===== src/hdl/lru_pr_pkg.sv =====
// Shared types and constants for the LRU page replacement unit.
// No dependencies; every other file of the block imports this package.
package lru_pr_pkg;

    localparam int PAGE_W  = 16;
    localparam int SLOT_W  = 4;
    localparam int CFG_W   = 5;
    localparam int COUNT_W = 16;

    localparam logic [CFG_W-1:0]   FRAMES_IN_USE_RESET = 5'd16;
    localparam logic [COUNT_W-1:0] COUNT_MAX           = '1;

    typedef enum logic [1:0] {
        ST_IDLE,
        ST_SEARCH,
        ST_UPDATE
    } lru_state_t;

    // Running search result that moves one cell per cycle along the chain.
    typedef struct packed {
        logic hit_found;
        logic empty_found;
    } scan_flags_t;

    // Update command broadcast to every cell at the end of an item.
    typedef struct packed {
        logic apply;
        logic fault;
        logic age_all;
        logic clear;
    } upd_ctl_t;

endpackage


===== src/hdl/lru_pr_ifs.sv =====
// Channel interfaces of the LRU page replacement unit: request, response, config.
// Depends on lru_pr_pkg for the payload widths.
interface lru_pr_req_if import lru_pr_pkg::*; ();
    logic              valid;
    logic              ready;
    logic [PAGE_W-1:0] page;
    logic              last_ref;

    modport source (output valid, output page, output last_ref, input ready);
    modport sink   (input valid, input page, input last_ref, output ready);
endinterface

interface lru_pr_rsp_if import lru_pr_pkg::*; ();
    logic               valid;
    logic               ready;
    logic               hit;
    logic [SLOT_W-1:0]  slot;
    logic               evicted_valid;
    logic [PAGE_W-1:0]  evicted_page;
    logic [COUNT_W-1:0] fault_count;
    logic               last_out;

    modport source (output valid, output hit, output slot, output evicted_valid,
                    output evicted_page, output fault_count, output last_out,
                    input ready);
    modport sink   (input valid, input hit, input slot, input evicted_valid,
                    input evicted_page, input fault_count, input last_out,
                    output ready);
endinterface

interface lru_pr_cfg_if import lru_pr_pkg::*; ();
    logic             valid;
    logic             ready;
    logic [CFG_W-1:0] data;

    modport source (output valid, output data, input ready);
    modport sink   (input valid, input data, output ready);
endinterface


===== src/hdl/lru_pr_cell.sv =====
// One page frame of the LRU unit: page, valid bit, age and one stage of the search chain.
// Depends on lru_pr_pkg.
module lru_pr_cell import lru_pr_pkg::*;
#(
    parameter int FRAMES    = 16,
    parameter int PAGE_BITS = 16,
    parameter int IDX       = 0,
    localparam int SW       = (FRAMES > 1) ? $clog2(FRAMES) : 1,
    localparam int NW       = $clog2(FRAMES + 1)
)
(
    input  logic                 clk,
    input  logic                 rst_n,
    input  logic [NW-1:0]        n_in_use,
    input  logic [PAGE_BITS-1:0] query_page,
    input  scan_flags_t          flags_in,
    input  logic [SW-1:0]        hit_slot_in,
    input  logic [SW-1:0]        hit_rank_in,
    input  logic [SW-1:0]        empty_slot_in,
    input  logic [SW-1:0]        max_slot_in,
    input  logic [SW-1:0]        max_rank_in,
    input  logic [PAGE_BITS-1:0] max_page_in,
    output scan_flags_t          flags_out,
    output logic [SW-1:0]        hit_slot_out,
    output logic [SW-1:0]        hit_rank_out,
    output logic [SW-1:0]        empty_slot_out,
    output logic [SW-1:0]        max_slot_out,
    output logic [SW-1:0]        max_rank_out,
    output logic [PAGE_BITS-1:0] max_page_out,
    input  upd_ctl_t             upd,
    input  logic [SW-1:0]        upd_slot,
    input  logic [SW-1:0]        upd_limit
);

    localparam logic [NW-1:0] IDX_N = NW'(IDX);
    localparam logic [SW-1:0] IDX_S = SW'(IDX);

    logic [PAGE_BITS-1:0] page_reg;
    logic                 valid_reg, valid_next;
    logic [SW-1:0]        rank_reg, rank_next;

    scan_flags_t          flags_reg, flags_next;
    logic [SW-1:0]        hit_slot_reg, hit_slot_next;
    logic [SW-1:0]        hit_rank_reg, hit_rank_next;
    logic [SW-1:0]        empty_slot_reg, empty_slot_next;
    logic [SW-1:0]        max_slot_reg, max_slot_next;
    logic [SW-1:0]        max_rank_reg, max_rank_next;
    logic [PAGE_BITS-1:0] max_page_reg, max_page_next;

    logic in_use;
    logic selected;
    logic page_write;

    assign in_use     = IDX_N < n_in_use;
    assign selected   = upd_slot == IDX_S;
    assign page_write = upd.apply && upd.fault && selected && !upd.clear;

    // Search stage: fold this frame into the result handed on by the lower neighbor.
    always_comb
    begin
        flags_next      = flags_in;
        hit_slot_next   = hit_slot_in;
        hit_rank_next   = hit_rank_in;
        empty_slot_next = empty_slot_in;
        max_slot_next   = max_slot_in;
        max_rank_next   = max_rank_in;
        max_page_next   = max_page_in;
        if (in_use && valid_reg && page_reg == query_page && !flags_in.hit_found)
        begin
            flags_next.hit_found = 1'b1;
            hit_slot_next        = IDX_S;
            hit_rank_next        = rank_reg;
        end
        // The highest empty frame wins because later cells overwrite.
        if (in_use && !valid_reg)
        begin
            flags_next.empty_found = 1'b1;
            empty_slot_next        = IDX_S;
        end
        // Frame zero seeds the oldest-frame search; later frames replace it only if older.
        if (IDX == 0 || (in_use && rank_reg > max_rank_in))
        begin
            max_slot_next = IDX_S;
            max_rank_next = rank_reg;
            max_page_next = page_reg;
        end
    end

    // Update: touched frame -> youngest, younger valid frames age by one; clear empties all.
    always_comb
    begin
        valid_next = valid_reg;
        rank_next  = rank_reg;
        if (upd.clear)
        begin
            valid_next = 1'b0;
            rank_next  = '0;
        end
        else if (upd.apply)
        begin
            if (selected)
            begin
                rank_next = '0;
                if (upd.fault)
                begin
                    valid_next = 1'b1;
                end
            end
            else if (valid_reg && (upd.age_all || rank_reg < upd_limit))
            begin
                rank_next = rank_reg + SW'(1);
            end
        end
    end

    always_ff @(posedge clk or negedge rst_n)
    begin
        if (!rst_n)
        begin
            valid_reg <= 1'b0;
            rank_reg  <= '0;
            flags_reg <= '0;
        end
        else
        begin
            valid_reg <= valid_next;
            rank_reg  <= rank_next;
            flags_reg <= flags_next;
        end
    end

    always_ff @(posedge clk)
    begin
        if (page_write)
        begin
            page_reg <= query_page;
        end
        hit_slot_reg   <= hit_slot_next;
        hit_rank_reg   <= hit_rank_next;
        empty_slot_reg <= empty_slot_next;
        max_slot_reg   <= max_slot_next;
        max_rank_reg   <= max_rank_next;
        max_page_reg   <= max_page_next;
    end

    assign flags_out      = flags_reg;
    assign hit_slot_out   = hit_slot_reg;
    assign hit_rank_out   = hit_rank_reg;
    assign empty_slot_out = empty_slot_reg;
    assign max_slot_out   = max_slot_reg;
    assign max_rank_out   = max_rank_reg;
    assign max_page_out   = max_page_reg;

endmodule


===== src/hdl/lru_page_replacement_unit.sv =====
// Top level of the LRU page replacement unit: control, fault counter, output register.
// Depends on lru_pr_pkg, lru_pr_ifs and lru_pr_cell.
//
// Usage: each request transfer on req carries one page reference and a last_ref
// flag. The unit searches the frames in use for the page, updates the true-LRU
// ages and returns one response on rsp: hit or fault, the slot that now holds the
// page, the evicted page if a resident page was replaced, and the saturating fault
// count. A response with last_out set ends a reference string; after it all frames
// are empty and the fault count is zero.
// The search runs as a wave through a chain of FRAMES cells, one cell per cycle. Each
// reference passes through the accept, search and update steps before the next
// request is taken; the response register is loaded in the update step.
// One reference is in flight at a time.
// The cfg channel, always ready, writes frames_in_use (0 acts as 1, above FRAMES acts
// as FRAMES). Write it only while the unit is idle; the unit does not enforce this.
// Reset empties every frame, clears the fault count and sets frames_in_use to 16.
// A stalled response waits in the output register while the next request is taken;
// the unit holds in its update step until that register is free.
module lru_page_replacement_unit import lru_pr_pkg::*;
#(
    parameter int FRAMES    = 16,
    parameter int PAGE_BITS = 16
)
(
    input  logic         clk,
    input  logic         rst_n,
    lru_pr_req_if.sink   req,
    lru_pr_rsp_if.source rsp,
    lru_pr_cfg_if.sink   cfg
);

    localparam int SW = (FRAMES > 1) ? $clog2(FRAMES) : 1;
    localparam int NW = $clog2(FRAMES + 1);
    localparam logic [SW-1:0] CNT_LAST = SW'(FRAMES - 1);

    lru_state_t           state_reg, state_next;
    logic [SW-1:0]        cnt_reg, cnt_next;
    logic [CFG_W-1:0]     frames_reg;
    logic [PAGE_BITS-1:0] page_reg;
    logic                 last_reg;
    logic [COUNT_W-1:0]   fault_reg, fault_next;

    logic                 out_valid_reg, out_valid_next;
    logic                 out_hit_reg;
    logic [SLOT_W-1:0]    out_slot_reg;
    logic                 out_ev_valid_reg;
    logic [PAGE_W-1:0]    out_ev_page_reg;
    logic [COUNT_W-1:0]   out_count_reg;
    logic                 out_last_reg;

    logic [NW-1:0]                 n_eff;
    logic [PAGE_W+PAGE_BITS-1:0]   page_in_wide;
    logic [PAGE_BITS+PAGE_W-1:0]   ev_page_wide;
    logic [SLOT_W+SW-1:0]          slot_wide;
    logic                          req_xfer;
    logic                          load_out;
    upd_ctl_t                      upd;
    logic [SW-1:0]                 upd_limit;
    logic [SW-1:0]                 sel_slot;
    logic                          res_hit;
    logic                          res_ev_valid;
    logic [COUNT_W-1:0]            count_new;

    scan_flags_t          chain_flags      [FRAMES+1];
    logic [SW-1:0]        chain_hit_slot   [FRAMES+1];
    logic [SW-1:0]        chain_hit_rank   [FRAMES+1];
    logic [SW-1:0]        chain_empty_slot [FRAMES+1];
    logic [SW-1:0]        chain_max_slot   [FRAMES+1];
    logic [SW-1:0]        chain_max_rank   [FRAMES+1];
    logic [PAGE_BITS-1:0] chain_max_page   [FRAMES+1];

    assign chain_flags[0]      = '0;
    assign chain_hit_slot[0]   = '0;
    assign chain_hit_rank[0]   = '0;
    assign chain_empty_slot[0] = '0;
    assign chain_max_slot[0]   = '0;
    assign chain_max_rank[0]   = '0;
    assign chain_max_page[0]   = '0;

    always_comb
    begin
        if (frames_reg == '0)
        begin
            n_eff = NW'(1);
        end
        else if (int'(frames_reg) > FRAMES)
        begin
            n_eff = NW'(FRAMES);
        end
        else
        begin
            n_eff = NW'(frames_reg);
        end
    end

    for (genvar i = 0; i < FRAMES; i++)
    begin : g_cell
        lru_pr_cell #(
            .FRAMES    (FRAMES),
            .PAGE_BITS (PAGE_BITS),
            .IDX       (i)
        ) u_cell (
            .clk            (clk),
            .rst_n          (rst_n),
            .n_in_use       (n_eff),
            .query_page     (page_reg),
            .flags_in       (chain_flags[i]),
            .hit_slot_in    (chain_hit_slot[i]),
            .hit_rank_in    (chain_hit_rank[i]),
            .empty_slot_in  (chain_empty_slot[i]),
            .max_slot_in    (chain_max_slot[i]),
            .max_rank_in    (chain_max_rank[i]),
            .max_page_in    (chain_max_page[i]),
            .flags_out      (chain_flags[i+1]),
            .hit_slot_out   (chain_hit_slot[i+1]),
            .hit_rank_out   (chain_hit_rank[i+1]),
            .empty_slot_out (chain_empty_slot[i+1]),
            .max_slot_out   (chain_max_slot[i+1]),
            .max_rank_out   (chain_max_rank[i+1]),
            .max_page_out   (chain_max_page[i+1]),
            .upd            (upd),
            .upd_slot       (sel_slot),
            .upd_limit      (upd_limit)
        );
    end

    // Result of the search, taken from the far end of the chain.
    assign res_hit      = chain_flags[FRAMES].hit_found;
    assign res_ev_valid = !res_hit && !chain_flags[FRAMES].empty_found;
    assign upd_limit    = res_hit ? chain_hit_rank[FRAMES] : chain_max_rank[FRAMES];

    always_comb
    begin
        if (res_hit)
        begin
            sel_slot = chain_hit_slot[FRAMES];
        end
        else if (chain_flags[FRAMES].empty_found)
        begin
            sel_slot = chain_empty_slot[FRAMES];
        end
        else
        begin
            sel_slot = chain_max_slot[FRAMES];
        end
    end

    assign page_in_wide = {{PAGE_BITS{1'b0}}, req.page};
    assign ev_page_wide = {{PAGE_W{1'b0}}, chain_max_page[FRAMES]};
    assign slot_wide    = {{SLOT_W{1'b0}}, sel_slot};

    always_comb
    begin
        if (res_hit || fault_reg == COUNT_MAX)
        begin
            count_new = fault_reg;
        end
        else
        begin
            count_new = fault_reg + COUNT_W'(1);
        end
    end

    assign req.ready = state_reg == ST_IDLE;
    assign req_xfer  = req.valid && req.ready;
    assign cfg.ready = 1'b1;

    always_comb
    begin
        state_next = state_reg;
        cnt_next   = cnt_reg;
        load_out   = 1'b0;
        upd        = '0;
        case (state_reg)
            ST_IDLE:
            begin
                if (req.valid)
                begin
                    state_next = ST_SEARCH;
                    cnt_next   = '0;
                end
            end
            ST_SEARCH:
            begin
                if (cnt_reg == CNT_LAST)
                begin
                    state_next = ST_UPDATE;
                end
                else
                begin
                    cnt_next = cnt_reg + SW'(1);
                end
            end
            ST_UPDATE:
            begin
                if (!out_valid_reg || rsp.ready)
                begin
                    load_out    = 1'b1;
                    upd.apply   = 1'b1;
                    upd.fault   = !res_hit;
                    upd.age_all = !res_hit && chain_flags[FRAMES].empty_found;
                    upd.clear   = last_reg;
                    state_next  = ST_IDLE;
                end
            end
            default:
            begin
                state_next = ST_IDLE;
            end
        endcase
    end

    always_comb
    begin
        fault_next = fault_reg;
        if (load_out)
        begin
            fault_next = last_reg ? '0 : count_new;
        end
    end

    always_comb
    begin
        out_valid_next = out_valid_reg;
        if (load_out)
        begin
            out_valid_next = 1'b1;
        end
        else if (rsp.ready)
        begin
            out_valid_next = 1'b0;
        end
    end

    always_ff @(posedge clk or negedge rst_n)
    begin
        if (!rst_n)
        begin
            state_reg     <= ST_IDLE;
            cnt_reg       <= '0;
            frames_reg    <= FRAMES_IN_USE_RESET;
            fault_reg     <= '0;
            out_valid_reg <= 1'b0;
        end
        else
        begin
            state_reg     <= state_next;
            cnt_reg       <= cnt_next;
            fault_reg     <= fault_next;
            out_valid_reg <= out_valid_next;
            if (cfg.valid && cfg.ready)
            begin
                frames_reg <= cfg.data;
            end
        end
    end

    always_ff @(posedge clk)
    begin
        if (req_xfer)
        begin
            page_reg <= page_in_wide[PAGE_BITS-1:0];
            last_reg <= req.last_ref;
        end
        if (load_out)
        begin
            out_hit_reg      <= res_hit;
            out_slot_reg     <= slot_wide[SLOT_W-1:0];
            out_ev_valid_reg <= res_ev_valid;
            out_ev_page_reg  <= res_ev_valid ? ev_page_wide[PAGE_W-1:0] : '0;
            out_count_reg    <= count_new;
            out_last_reg     <= last_reg;
        end
    end

    assign rsp.valid         = out_valid_reg;
    assign rsp.hit           = out_hit_reg;
    assign rsp.slot          = out_slot_reg;
    assign rsp.evicted_valid = out_ev_valid_reg;
    assign rsp.evicted_page  = out_ev_page_reg;
    assign rsp.fault_count   = out_count_reg;
    assign rsp.last_out      = out_last_reg;

endmodule


===== src/flat_wrapper.sv =====
// flat-port wrapper written by rule: the top's interface ports become plain ports
module lru_page_replacement_unit_flat import lru_pr_pkg::*;
#(
    parameter int FRAMES    = 16,
    parameter int PAGE_BITS = 16
)
  (clk, rst_n, req_valid, req_page, req_last_ref, req_ready, rsp_valid, rsp_hit, rsp_slot, rsp_evicted_valid, rsp_evicted_page, rsp_fault_count, rsp_last_out, rsp_ready, cfg_valid, cfg_data, cfg_ready);
  lru_pr_req_if req_i ();
  lru_pr_rsp_if rsp_i ();
  lru_pr_cfg_if cfg_i ();
  input  logic clk;
  input  logic rst_n;
  input wire logic [$bits(req_i.valid)-1:0] req_valid;
  input wire logic [$bits(req_i.page)-1:0] req_page;
  input wire logic [$bits(req_i.last_ref)-1:0] req_last_ref;
  output wire logic [$bits(req_i.ready)-1:0] req_ready;
  output wire logic [$bits(rsp_i.valid)-1:0] rsp_valid;
  output wire logic [$bits(rsp_i.hit)-1:0] rsp_hit;
  output wire logic [$bits(rsp_i.slot)-1:0] rsp_slot;
  output wire logic [$bits(rsp_i.evicted_valid)-1:0] rsp_evicted_valid;
  output wire logic [$bits(rsp_i.evicted_page)-1:0] rsp_evicted_page;
  output wire logic [$bits(rsp_i.fault_count)-1:0] rsp_fault_count;
  output wire logic [$bits(rsp_i.last_out)-1:0] rsp_last_out;
  input wire logic [$bits(rsp_i.ready)-1:0] rsp_ready;
  input wire logic [$bits(cfg_i.valid)-1:0] cfg_valid;
  input wire logic [$bits(cfg_i.data)-1:0] cfg_data;
  output wire logic [$bits(cfg_i.ready)-1:0] cfg_ready;
  assign req_i.valid = req_valid;
  assign req_i.page = req_page;
  assign req_i.last_ref = req_last_ref;
  assign req_ready = req_i.ready;
  assign rsp_valid = rsp_i.valid;
  assign rsp_hit = rsp_i.hit;
  assign rsp_slot = rsp_i.slot;
  assign rsp_evicted_valid = rsp_i.evicted_valid;
  assign rsp_evicted_page = rsp_i.evicted_page;
  assign rsp_fault_count = rsp_i.fault_count;
  assign rsp_last_out = rsp_i.last_out;
  assign rsp_i.ready = rsp_ready;
  assign cfg_i.valid = cfg_valid;
  assign cfg_i.data = cfg_data;
  assign cfg_ready = cfg_i.ready;
  lru_page_replacement_unit #(.FRAMES(FRAMES), .PAGE_BITS(PAGE_BITS)) u_core (.clk(clk), .rst_n(rst_n), .req(req_i), .rsp(rsp_i), .cfg(cfg_i));
endmodule

===== config.mk =====
export PLATFORM = sky130hd
export DESIGN_NAME = lru_page_replacement_unit_flat
export DESIGN_NICKNAME = d
export VERILOG_FILES = /design/src/hdl/lru_pr_pkg.sv /design/src/hdl/lru_pr_ifs.sv /design/src/hdl/lru_pr_cell.sv /design/src/hdl/lru_page_replacement_unit.sv /design/src/flat_wrapper.sv
export SDC_FILE = /design/constraint.sdc
export NUM_CORES = 1
export LEC_CHECK = 0
export BUFFER_PORTS_ARGS = -buffer_cell sky130_fd_sc_hd__buf_2
export CELL_PAD_IN_SITES_DETAIL_PLACEMENT = 1
export CELL_PAD_IN_SITES_GLOBAL_PLACEMENT = 1
export CORE_AREA = 2 2 299 301
export DETAILED_ROUTE_END_ITERATION = 8
export DIE_AREA = 0 0 301 303
export PLACE_DENSITY_LB_ADDON = 0.1
export RECOVER_POWER = 50
export SKIP_CTS_REPAIR_TIMING = 1
export SYNTH_ARGS = -nofsm -noshare
export SYNTH_HDL_FRONTEND = slang
export SYNTH_SLANG_ARGS = --single-unit

===== constraint.sdc =====
create_clock -name clk -period 5.4 [get_ports clk]
set_input_delay 0.54 -clock clk [delete_from_list [all_inputs] [get_ports clk]]
set_output_delay 0.54 -clock clk [all_outputs]
set_load 0.1 [all_outputs]

# After elaboration in Yosys (flattened, before gate mapping)
# Index checks and enable logic that the tools add are counted.
[word_totals]
out_inout_bits = 42
word_cells = 760
in_bits = 27
reg_bits = 1005
[op_classes]
order_cmp = 48
n_addsub = 18
mux = 213
reduce_logical = 256
eq_ne = 39
[ops]
columns = ["op", "n"]
rows = [
  ["two-way mux 4 bit", 101],
  ["two-way mux 16 bit", 17],
  ["== test 16 bit", 16],
  ["logical AND 1 bit", 130],
  ["two-way mux 1 bit", 88],
  ["adder 4 x 1 -> 4 bit (second input constant)", 17],
  ["less-than comparator 4 bit", 16],
  ["> comparator 4 bit", 15],
  ["AND reduction 3 bit", 18],
  ["nonzero test 3 bit", 16],
  ["less-than comparator 4 x 5 -> 1 bit (first input constant)", 8],
  ["nonzero test 2 bit", 20],
  ["== test 4 bit (second input constant)", 9],
  ["logical NOT 1 bit", 35],
  ["AND reduction 2 bit", 16],
  ["less-than comparator 3 x 5 -> 1 bit (first input constant)", 4],
  ["logical OR 1 bit", 18],
  ["adder 16 x 1 -> 16 bit (second input constant)", 1],
  ["== test 16 bit (second input constant)", 1],
  ["== test 4 x 3 -> 1 bit (second input constant)", 4],
  ["less-than comparator 1 x 5 -> 1 bit (first input constant)", 2],
  ["less-than comparator 2 x 5 -> 1 bit (first input constant)", 2],
  ["two-way mux 5 bit", 2],
  ["== test 4 x 2 -> 1 bit (second input constant)", 2],
  ["other kinds (12)", 16],
]

# Logic depth before layout (Yosys ltp)
# Gate-level depths: netlist of the first run.
[depth]
word_depth = 10
depth_mapped = 10
mapped_depth_nobuf = 7

# Hierarchy
# From an unflattened synthesis of the first run, not the netlist that was laid out.
[unflattened]
cells_unflattened = 3116
hier_area_um2 = 40934.3
[modules_own_cells]
columns = ["mod", "area_per_inst_um2", "n_inst", "seq_area_each_um2", "cells_per_inst"]
rows = [
  ["lru_page_replacement_unit", 3791.1, 1, 2383.5, 302],
  ["lru_pr_cell (u_core.g_cell[12].u_cell)", 2431.1, 1, 1376.3, 182],
  ["lru_pr_cell (u_core.g_cell[2].u_cell)", 2403.6, 1, 1376.3, 176],
  ["lru_pr_cell (u_core.g_cell[13].u_cell)", 2384.8, 1, 1376.3, 180],
  ["lru_pr_cell (u_core.g_cell[1].u_cell)", 2359.8, 1, 1376.3, 177],
  ["lru_pr_cell (u_core.g_cell[4].u_cell)", 2356.0, 1, 1376.3, 179],
  ["lru_pr_cell (u_core.g_cell[3].u_cell)", 2354.8, 1, 1376.3, 179],
  ["lru_pr_cell (u_core.g_cell[10].u_cell)", 2342.2, 1, 1376.3, 178],
  ["lru_pr_cell (u_core.g_cell[14].u_cell)", 2339.7, 1, 1376.3, 180],
  ["lru_pr_cell (u_core.g_cell[7].u_cell)", 2332.2, 1, 1376.3, 179],
  ["lru_pr_cell (u_core.g_cell[11].u_cell)", 2322.2, 1, 1376.3, 180],
  ["lru_pr_cell (u_core.g_cell[5].u_cell)", 2319.7, 1, 1376.3, 176],
  ["lru_pr_cell (u_core.g_cell[6].u_cell)", 2314.7, 1, 1376.3, 174],
  ["lru_pr_cell (u_core.g_cell[8].u_cell)", 2314.7, 1, 1376.3, 173],
  ["+3 rows", "n/a", "n/a", "n/a", "n/a"],
]

# Worst setup path before layout of the first run
# OpenSTA, ideal clock, no wires.
[synth_path]
path_type = "register to register"
from = "register u_core.out_valid_reg (netlist: u_core.rsp.valid)"
to = "register u_core.g_cell[15].u_cell.page_reg[0], enable pin"
setup_ps = 412
required_ps = 4988
n_path_buf = 1
t_arrival_ps = 3145
synth_period_minus_slack_ps = 3556
setup_slack_ps = 1844
stages_incl_launch_ff = 6
cell_sequence = "dfrtp_1 nor2b_1 clkbuf_1 nor4_1 nand3_1 nor3_1"
[synth_via]
elab_chain_len = 7
elab_cells_between_ends = 8
cone_classes = "mux (2); reduce/logical (6)"
[synth_rtl]
columns = ["item", "line", "text"]
rows = [
  ["start, declared", "lru_page_replacement_unit.sv:43", "logic out_valid_reg, out_valid_next;"],
  ["start signal, assigned", "lru_page_replacement_unit.sv:250", "out_valid_reg <= out_valid_next;"],
  ["logical NOT 1 bit *", "lru_page_replacement_unit.sv:196", "if (!out_valid_reg || rsp.ready)"],
  ["logical OR 1 bit *", "lru_page_replacement_unit.sv:196", ""],
  ["two-way mux 4 bit *", "lru_page_replacement_unit.sv:196", ""],
  ["two-way mux 4 bit *", "lru_page_replacement_unit.sv:174", "case (state_reg)"],
  ["logical AND 1 bit (2 in a row)", "lru_pr_cell.sv:56", "assign page_write = upd.apply && upd.fault && selected && !upd.clear;"],
  ["logical AND 1 bit *", "lru_pr_cell.sv:56", ""],
  ["net u_core.g_cell[15].u_cell.page_write", "lru_pr_cell.sv:52", "logic page_write;"],
  ["end signal, assigned", "lru_pr_cell.sv:136", "page_reg <= query_page;"],
  ["end, declared", "lru_pr_cell.sv:38", "logic [PAGE_BITS-1:0] page_reg;"],
]
# Mark *: on every way through the listed nets, which the timed path passes. The rest lies on a longest branch.
# A chain may end at the register's enable or synchronous reset.

# Final worst setup path of the first run
[layout_path]
from = "register u_core.page_reg[7]"
to = "register u_core.g_cell[4].u_cell.hit_rank_reg[2]"
[layout_via]
elab_chain_len = 4
[layout_rtl]
columns = ["item", "line", "text"]
rows = [
  ["start, declared", "lru_page_replacement_unit.sv:39", "logic [PAGE_BITS-1:0] page_reg;"],
  ["start signal, assigned", "lru_page_replacement_unit.sv:262", "page_reg <= page_in_wide[PAGE_BITS-1:0];"],
  ["== test 16 bit", "lru_pr_cell.sv:68", "if (in_use && valid_reg && page_reg == query_page && !flags_in.hit_found)"],
  ["logical AND 1 bit (2 in a row)", "lru_pr_cell.sv:68", ""],
  ["two-way mux 4 bit", "lru_pr_cell.sv:68", ""],
  ["net u_core.g_cell[4].u_cell.hit_rank_next[2]", "lru_pr_cell.sv:44", "logic [SW-1:0] hit_rank_reg, hit_rank_next;"],
  ["end signal, assigned", "lru_pr_cell.sv:139", "hit_rank_reg <= hit_rank_next;"],
  ["end, declared", "lru_pr_cell.sv:44", ""],
]
# The timed path passes the listed nets, and every way through them passes these cells.

==> flow_summary.yaml, run 1 <==
synth:
  netlist_area_sq_um: 39230
  synth-simple-area-share_pct: 9.969
  synth_compound_area_share_pct: 6.018
  yosys_warnings: 0
  synth_seq_cells: 983
  synth_area_leaders: "dfxtp_1 (27%), edfxtp_1 (24%), mux2_2 (10%), dfrtp_1 (8.9%), ha_1 (4.0%)"
  synth_top_family_by_area: "multiplexers"
  avgSynthCellArea_sq_um: 12.93
  async_flop_share_pct: 14.24
  yosys-mux-area-fraction_pct: 11.50
  synthAdderAreaFrac_pct: 4.018
  syn-num-nets: 3187
  synth-xor-area-share_pct: 5.916
  synth.distinct_cells: 79
  synth_top_area_share_pct: 27.10
  seq_area_frac_synth_pct: 59.91
  yosysTopAreaCell: "dfxtp_1"
  synth_enable_flop_cells: 312
  syn_inst: 3034
  synth-main-ff-cell: "dfxtp_1"
timing:
  slew_violations: 509
  relSlewSlack_pct: -75.20
  fin_crit_sh_pct: 76.87
  holdWs_ns: 0.03534
  finalClockSkew_ns: 0.02871
  fin_crit_ns: 4.151
  finalSetupViolCount: 0
  worst_slew_pin_slew_ns: 2.628
  timing_hold_violations_final: 0
  fin_tns_setup_ns: 0
  rsz0062_at_grt: "no"
  max_clock_freq_ghz: 0.2409
cells_and_area:
  fin_nets: 3306
  largest_reg_flops: 256
  syn2layout_area_growth_pct: 12.94
  nFillCells: 8896
  layout-drive-gt1-share_pct: 21.63
placed_design:
  gp_congestion: 0.8642
  port_buffers: 67
  hpwl_um: 74190
drt:
  drt-initial-drc-count: 1299
  drc: 0
  dr.pass1.iters: 5
  routed_via_density: 5.502
  postRouteAntennaNets: 0
  wire_per_inst_um: 23.94
  totalWireLength_um: 105600
  num_vias: 24280
global_route:
  antenna_found_initial: 1
  grt_pass1_wl_um: 161500
  grt_start_max_net_pins: 74
  grt_usage_pct: 23.22
  overflow: 0
  grt_pass1_vias: 26220
setup_path:
  r2r-start: "u_core.page_reg[7]"
  crit_chain: "clkbuf_1 > xor2_1 > nor4_1 > nand3_1 > nor4_4 > mux2_2"
  cp_max_fo: 32
  critical_path_arrival_ns: 4.69
  start_kind: "flop"
  crit_type: "reg2reg"
  r2r_end: "u_core.g_cell[4].u_cell.hit_rank_out[2]"
  r2r_cells: 6
  crit_slowest_cell: "clkbuf_1"
  critPathCaptureType: "flop"
  worstPathRequired_ns: 5.94
  max_stage_delay_ns: 1.71
  r2r_slack_ns: 1.25
die:
  num_rows: 109
  coreArea_sq_um: 87970
  dieArea_sq_um: 91200
  start_util_pct: 44.60
  ios: 69
  die_h_um: 303
  fp.dieW_um: 301
power:
  p_leak_nw: 17.43
  p_per_area_nw_per_um2: 478.8
  ir_worst_vdd_uv: 355.9
clocking:
  clk_latency_ns: 0.68
  path_clk_slew_ns: 0.06
  clock-sinks: 983
  tritoncts: "built"
  ctsRootBufferMaster: "clkbuf_16"
  cts.htree.levels: 3
  cts_buffer_depth: 3
  numCtsBuffers: 105
status:
  status: "finished with violations"
  violations: "capacitance limit, slew limit"
min_path:
  whs_path_depth: 1
  hp-class: "in2reg"
  holdCritStartpoint: "req_page[12]"
  hold-path-endpoint: "u_core.page_reg[12]"
run:
  cap_violations: 20
-- critical path, delay by kind of cell (launching register included) --
family | cells | cell delay [ns]
muxes | 1 | 0.39
DFF | 1 | 0.32
and+or+nand+nor | 3 | 1.21
xor gates and xnor gates | 1 | 0.34
buffers and inverters | 1 | 1.71
-- kinds of logic (layout without fill, tap and decap cells) --
kind of cell / count (synthesis) / in the layout
other cells: 1 / 3
flops: 983 / 983
mux: 404 / 404
fa+ha+maj: 126 / 126
compound gates: 329 / 329
simple gates: 690 / 690
buf+inv: 236 / 447
xor+xnor: 265 / 265
-- cell usage after synthesis, types with 32 or more instances --
master / number
mux2i_1: 38
nand2_1: 97
dfrtp_1: 139
xor2_1: 179
clkbuf_1: 51
nor2b_1: 56
o21a_1: 44
o21ai_0: 41
nor4_1: 50
or2_2: 74
mux2_2: 365
xnor2_1: 86
inv_1: 110
nand4_1: 49
ha_1: 126
a31oi_1: 45
edfxtp_1: 312
nand2b_1: 42
nand3_1: 72
nor2_1: 102
dfxtp_1: 531
buf_2: 53
and2_1: 40
a41oi_1: 32
-- final cells by class --
cell class	instances	area (sq um)	share of cell area (%)
tap	1165	1458	3.290
clock inverter	52	528.0	1.192
inverter	111	417.9	0.9432
multi-input combinational	1815	14760	33.31
timing repair buffer	137	690.7	1.559
clock buffer	147	2945	6.647
sequential	983	23500	53.05
antenna	2	5.005	0.01130
-- per-layer routing --
| layer | track usage (%) | share of wire [%] |
|---|---|---|
| met5 | 0 | 0 |
| met2 | 38.07 | 47 |
| met3 | 2.871 | 3.7 |
| met4 | 6.657 | 2.2 |
| met1 | 32.40 | 47 |
-- report_power, final --
| group | switching, W | internal, W | leakage, nW |
|---|---|---|---|
| combinational | 0.00217 | 0.00200 | 6.74 |
| clock | 0.00303 | 0.00412 | 1.71 |
| sequential | 0.000743 | 0.00915 | 8.98 |
| total | 0.00594 | 0.0153 | 17.4 |
-- worst max-delay path by stage --
| stage | to | slack (ns) | depth (start not counted) | from |
|---|---|---|---|---|
| finish | u_core.g_cell[4].u_cell.hit_rank_out[2] | 1.25 | 6 | u_core.page_reg[7] |
| global route | u_core.g_cell[4].u_cell.hit_rank_out[2] | 0.97 | 6 | u_core.page_reg[7] |
| CTS | u_core.g_cell[1].u_cell.rank_reg[3] | 2.00 | 9 | u_core.g_cell[15].u_cell.flags_out[1] |
| detailed placement | u_core.g_cell[1].u_cell.rank_reg[3] | 2.03 | 9 | u_core.g_cell[15].u_cell.flags_out[1] |
| global placement | u_core.g_cell[1].u_cell.rank_reg[3] | 2.06 | 9 | u_core.g_cell[15].u_cell.flags_out[1] |
| floorplan | u_core.g_cell[15].u_cell.page_reg[0] | 1.84 | 5 | u_core.rsp.valid |
-- stage by stage --
stage                     worst slack [ns]  util [%]  area, sq um  power, W  instances
final                                1.249     50.37        44310   0.02122       4412
after global routing                0.9736     50.36        44300   0.02224       4410
after CTS                            2.001     50.60        44510   0.02150       4409
after detailed placement             2.031     46.65        41040   0.01427       4210
after global placement               2.060     46.65        41040   0.01407       4210
after floorplan                      1.844         -        39230   0.01271       3034
-- layout by cell type (no fill, tap or decap), types with 9 or more instances in the layout --
cell       Yosys  routed
a21oi_1       27      28
a31oi_1       45      45
a41oi_1       32      32
and2_0         0      17
and2_1        40      23
and3_1        14      14
buf_2         53      24
buf_4         12      37
clkbuf_1      51     100
clkbuf_16      0     105
clkbuf_8       0      16
clkinv_2       0      29
dfrtp_1      139     139
dfxtp_1      531     531
edfxtp_1     312     312
ha_1         126     126
inv_1        110     109
mux2_1         0      10
mux2_2       365     355
mux2i_1       38      35
nand2_1       97      97
nand2b_1      42      42
nand3_1       72      71
nand4_1       49      49
nor2_1       102     101
nor2b_1       56      56
nor3_1        27      22
nor3_2         4       9
nor4_1        50      49
o211ai_1      24      24
o21a_1        44      44
o21ai_0       41      45
o31ai_1       21      21
or2_2         74      73
or3_1         17      17
or4_1         11      11
xnor2_1       86      86
xor2_1       179     179
Power figures use the tool's default switching activity.
==> inputs of run 2 (changes only) <==
- ABC_AREA: default -> 1
- CORE_AREA: 2 2 299 301 -> 2 2 301 303
- DIE_AREA: 0 0 301 303 -> 0 0 303 305
- clock period: 5.4 -> 3.9 ns (I/O delays scaled with it)
==> flow_summary.yaml, run 2 <==
setup_path:
  critical_path_arrival_ns: 3.89
  r2r_end: "u_core.g_cell[2].u_cell.hit_rank_out[0]"
  crit_top_cell: "nand2_1"
  crit_chain: "clkbuf_1 > o22ai_1 > nor2_1 > nand2_1 > nor2_1 > nand3_2 > nand2_1 > nand2_1"
  start_kind: "flop"
  r2r-start: "u_core.page_reg[4]"
  critPathCaptureType: "flop"
  crit_slowest_cell: "edfxtp_1"
  crit_type: "reg2reg"
  crit_family: "simple AND/OR/NAND/NOR gates"
  crit_end: "u_core.g_cell[2].u_cell.hit_rank_out[0]"
  cp_max_fo: 19
  max_stage_delay_ns: 0.87
  path_depth: 8
  worst-path-buf-inv: 1
  r2r_slack_ns: 0.57
  r2r_cells: 8
  startpoint: "u_core.page_reg[4]"
  worstPathRequired_ns: 4.47
synth:
  synth_area_leaders: "dfxtp_1 (27%), edfxtp_1 (24%), nand2_1 (11%), dfrtp_1 (8.8%), inv_1 (4.7%)"
  avgSynthCellArea_sq_um: 9.280
  yosysTopAreaCell: "dfxtp_1"
  synth_enable_flop_cells: 312
  synth_most_common_cell: "nand2_1"
  synth-main-ff-cell: "dfxtp_1"
  synth_top_area_share_pct: 26.78
  synth_common_cells: "nand2_1 (1197), dfxtp_1 (531), inv_1 (493)"
  syn_inst: 4278
  yosys_warnings: 0
  synth_seq_cells: 983
  async_flop_share_pct: 14.24
  netlist_area_sq_um: 39700
  syn-num-nets: 4431
  synth.distinct_cells: 53
  seq_area_frac_synth_pct: 59.20
placed_design:
  hpwl_um: 87920
  port_buffers: 67
  place_area_sq_um: 41470
  gp_congestion: 0.8367
  dp_cells: 5485
timing:
  fin_crit_ns: 3.326
  max_clock_freq_ghz: 0.3006
  finalSetupViolCount: 0
  finalClockSkew_ns: 0.03197
  fin_tns_setup_ns: 0
  worst_slew_pin_slew_ns: 2.277
  rsz0062_at_grt: "no"
  slew_violations: 57
  timing_hold_violations_final: 2
  fin_crit_sh_pct: 85.29
  holdWs_ns: -0.01356
  relSlewSlack_pct: -51.82
clocking:
  path_clk_slew_ns: 0.06
  clk_latency_ns: 0.69
  numCtsBuffers: 105
  clock-sinks: 983
  cts_buffer_depth: 3
  ctsRootBufferMaster: "clkbuf_16"
  tritoncts: "built"
  cts.htree.levels: 3
die:
  fp.dieW_um: 303
  num_rows: 110
  die_h_um: 305
  coreArea_sq_um: 89320
  dieArea_sq_um: 92420
  ios: 69
  start_util_pct: 44.45
min_path:
  hp-class: "in2reg"
global_route:
  overflow: 0
  grt_start_max_net_pins: 77
  grt_pass1_vias: 30600
  antenna_found_initial: 1
  grt_usage_pct: 27.08
  grt_pass1_wl_um: 187800
cells_and_area:
  insertedDiodeCount: 0
  fin_nets: 4589
  layout.cells.non_filler: 5704
  final_common_cell: "nand2_1"
  final_area_sq_um: 44920
  largest_reg_flops: 256
  layout-drive-gt1-share_pct: 9.695
  final_cell_mix: "nand2_1 (1198), dfxtp_1 (531), inv_1 (498)"
  syn2layout_area_growth_pct: 13.16
drt:
  wl_met3_um: 5025
  met2WireLength_um: 61630
  wire_per_inst_um: 21.76
  dr.pass1.iters: 7
  totalWireLength_um: 124100
  drc: 0
  drt-initial-drc-count: 2021
  routed_via_density: 5.135
  postRouteAntennaNets: 0
  m1WireLength_um: 53690
  top_layer: "met4"
  num_vias: 29290
status:
  status: "finished with violations"
  violations: "hold timing, capacitance limit, slew limit"
power:
  p_leak_nw: 20.42
  pwr-share-clk_pct: 30.1
  p_int_w: 0.02151
  power_frac_comb_pct: 27.8
  switching_power_w: 0.01155
  switching_share_pct: 34.93
  seq_power_share_pct: 42.1
  p_per_area_nw_per_um2: 735.7
  p_total_w: 0.03305
  ir_worst_vdd_uv: 350.5
run:
  cap_violations: 3
run 2: cell types whose count changed in the layout (fill, tap and decap cells not counted), moves of 56 or more:
cell and delta:
inv_1 +389, xor2_1 -114, nand2_1 +1101, nor2_1 +217
o22ai_1 +90, o21ai_0 +200, nor2b_1 -56, mux2_2 -332
nand3_1 +106
run 2: through the flow:
stage | setup slack, ns | utilization [%]
after CTS | 0.8975 | 50.30
after global placement | 0.9546 | 46.43
after detailed placement | 0.9393 | 46.43
after global routing | 0.3488 | 50.29
after floorplan | 1.162 | -
final | 0.5736 | 50.29
run 2: power groups by stage:
stage | combinational [W] | sequential, W | clock (W)
final | 0.00918 | 0.0139 | 0.00996
after global routing | 0.0104 | 0.0141 | 0.0106
after CTS | 0.00938 | 0.0139 | 0.0102
after detailed placement | 0.00930 | 0.0141 | 0
after global placement | 0.00911 | 0.0141 | 0
after floorplan | 0.00602 | 0.0138 | 0
run 2: routing by layer:
metal | vias up | track usage, %
li1 | 14060 | -
met1 | 14500 | 34.83
met2 | 553 | 46.86
met3 | 177 | 3.621
met4 | 0 | 8.718
met5 | - | 0
run 2: logic make-up (layout without fill, tap and decap cells):
logic type      count (synthesis)  after routing  share of synthesized area, %
compound gates                454            454                         6.231
xor+xnor                      124            124                         2.736
fa+ha+maj                     126            126                         3.971
buf+inv                       646            896                         6.700
flops                         983            983                         59.20
mux                            26             26                        0.7280
other cells                     1              1                      0.009446
simple gates                 1918           1918                         20.42
run 2: how the worst min path moves through the flow:
stage,end,start,slack (ns),depth (start not counted)
after floorplan,u_core.cnt_reg[0],rst_n,0.09,0
after global placement,u_core.fault_reg[10],rst_n,0.33,1
after detailed placement,u_core.fault_reg[10],rst_n,0.33,1
after CTS,u_core.fault_reg[9],rst_n,-0.41,1
after global routing,u_core.frames_reg[1],cfg_data[1],0.005,3
final,u_core.frames_reg[1],cfg_data[1],-0.01,3
run 2: final cells by class:
cell class              instances  area, sq um
inverters                     530         1991
multi-input cells            2649        13470
repair buffers                167         1033
clock inverters                40        372.9
well taps                    1176         1471
fillers                     10220        44400
clock buffers                 159         3085
flip-flops and latches        983        23500
run 2: worst register-to-register path: stages (launching register included):
cell      delay (ns)
edfxtp_1        0.87
clkbuf_1        0.88
o22ai_1         0.25
nor2_1          0.24
nand2_1         0.20
nor2_1          0.38
nand3_2         0.19
nand2_1         0.12
nand2_1         0.07
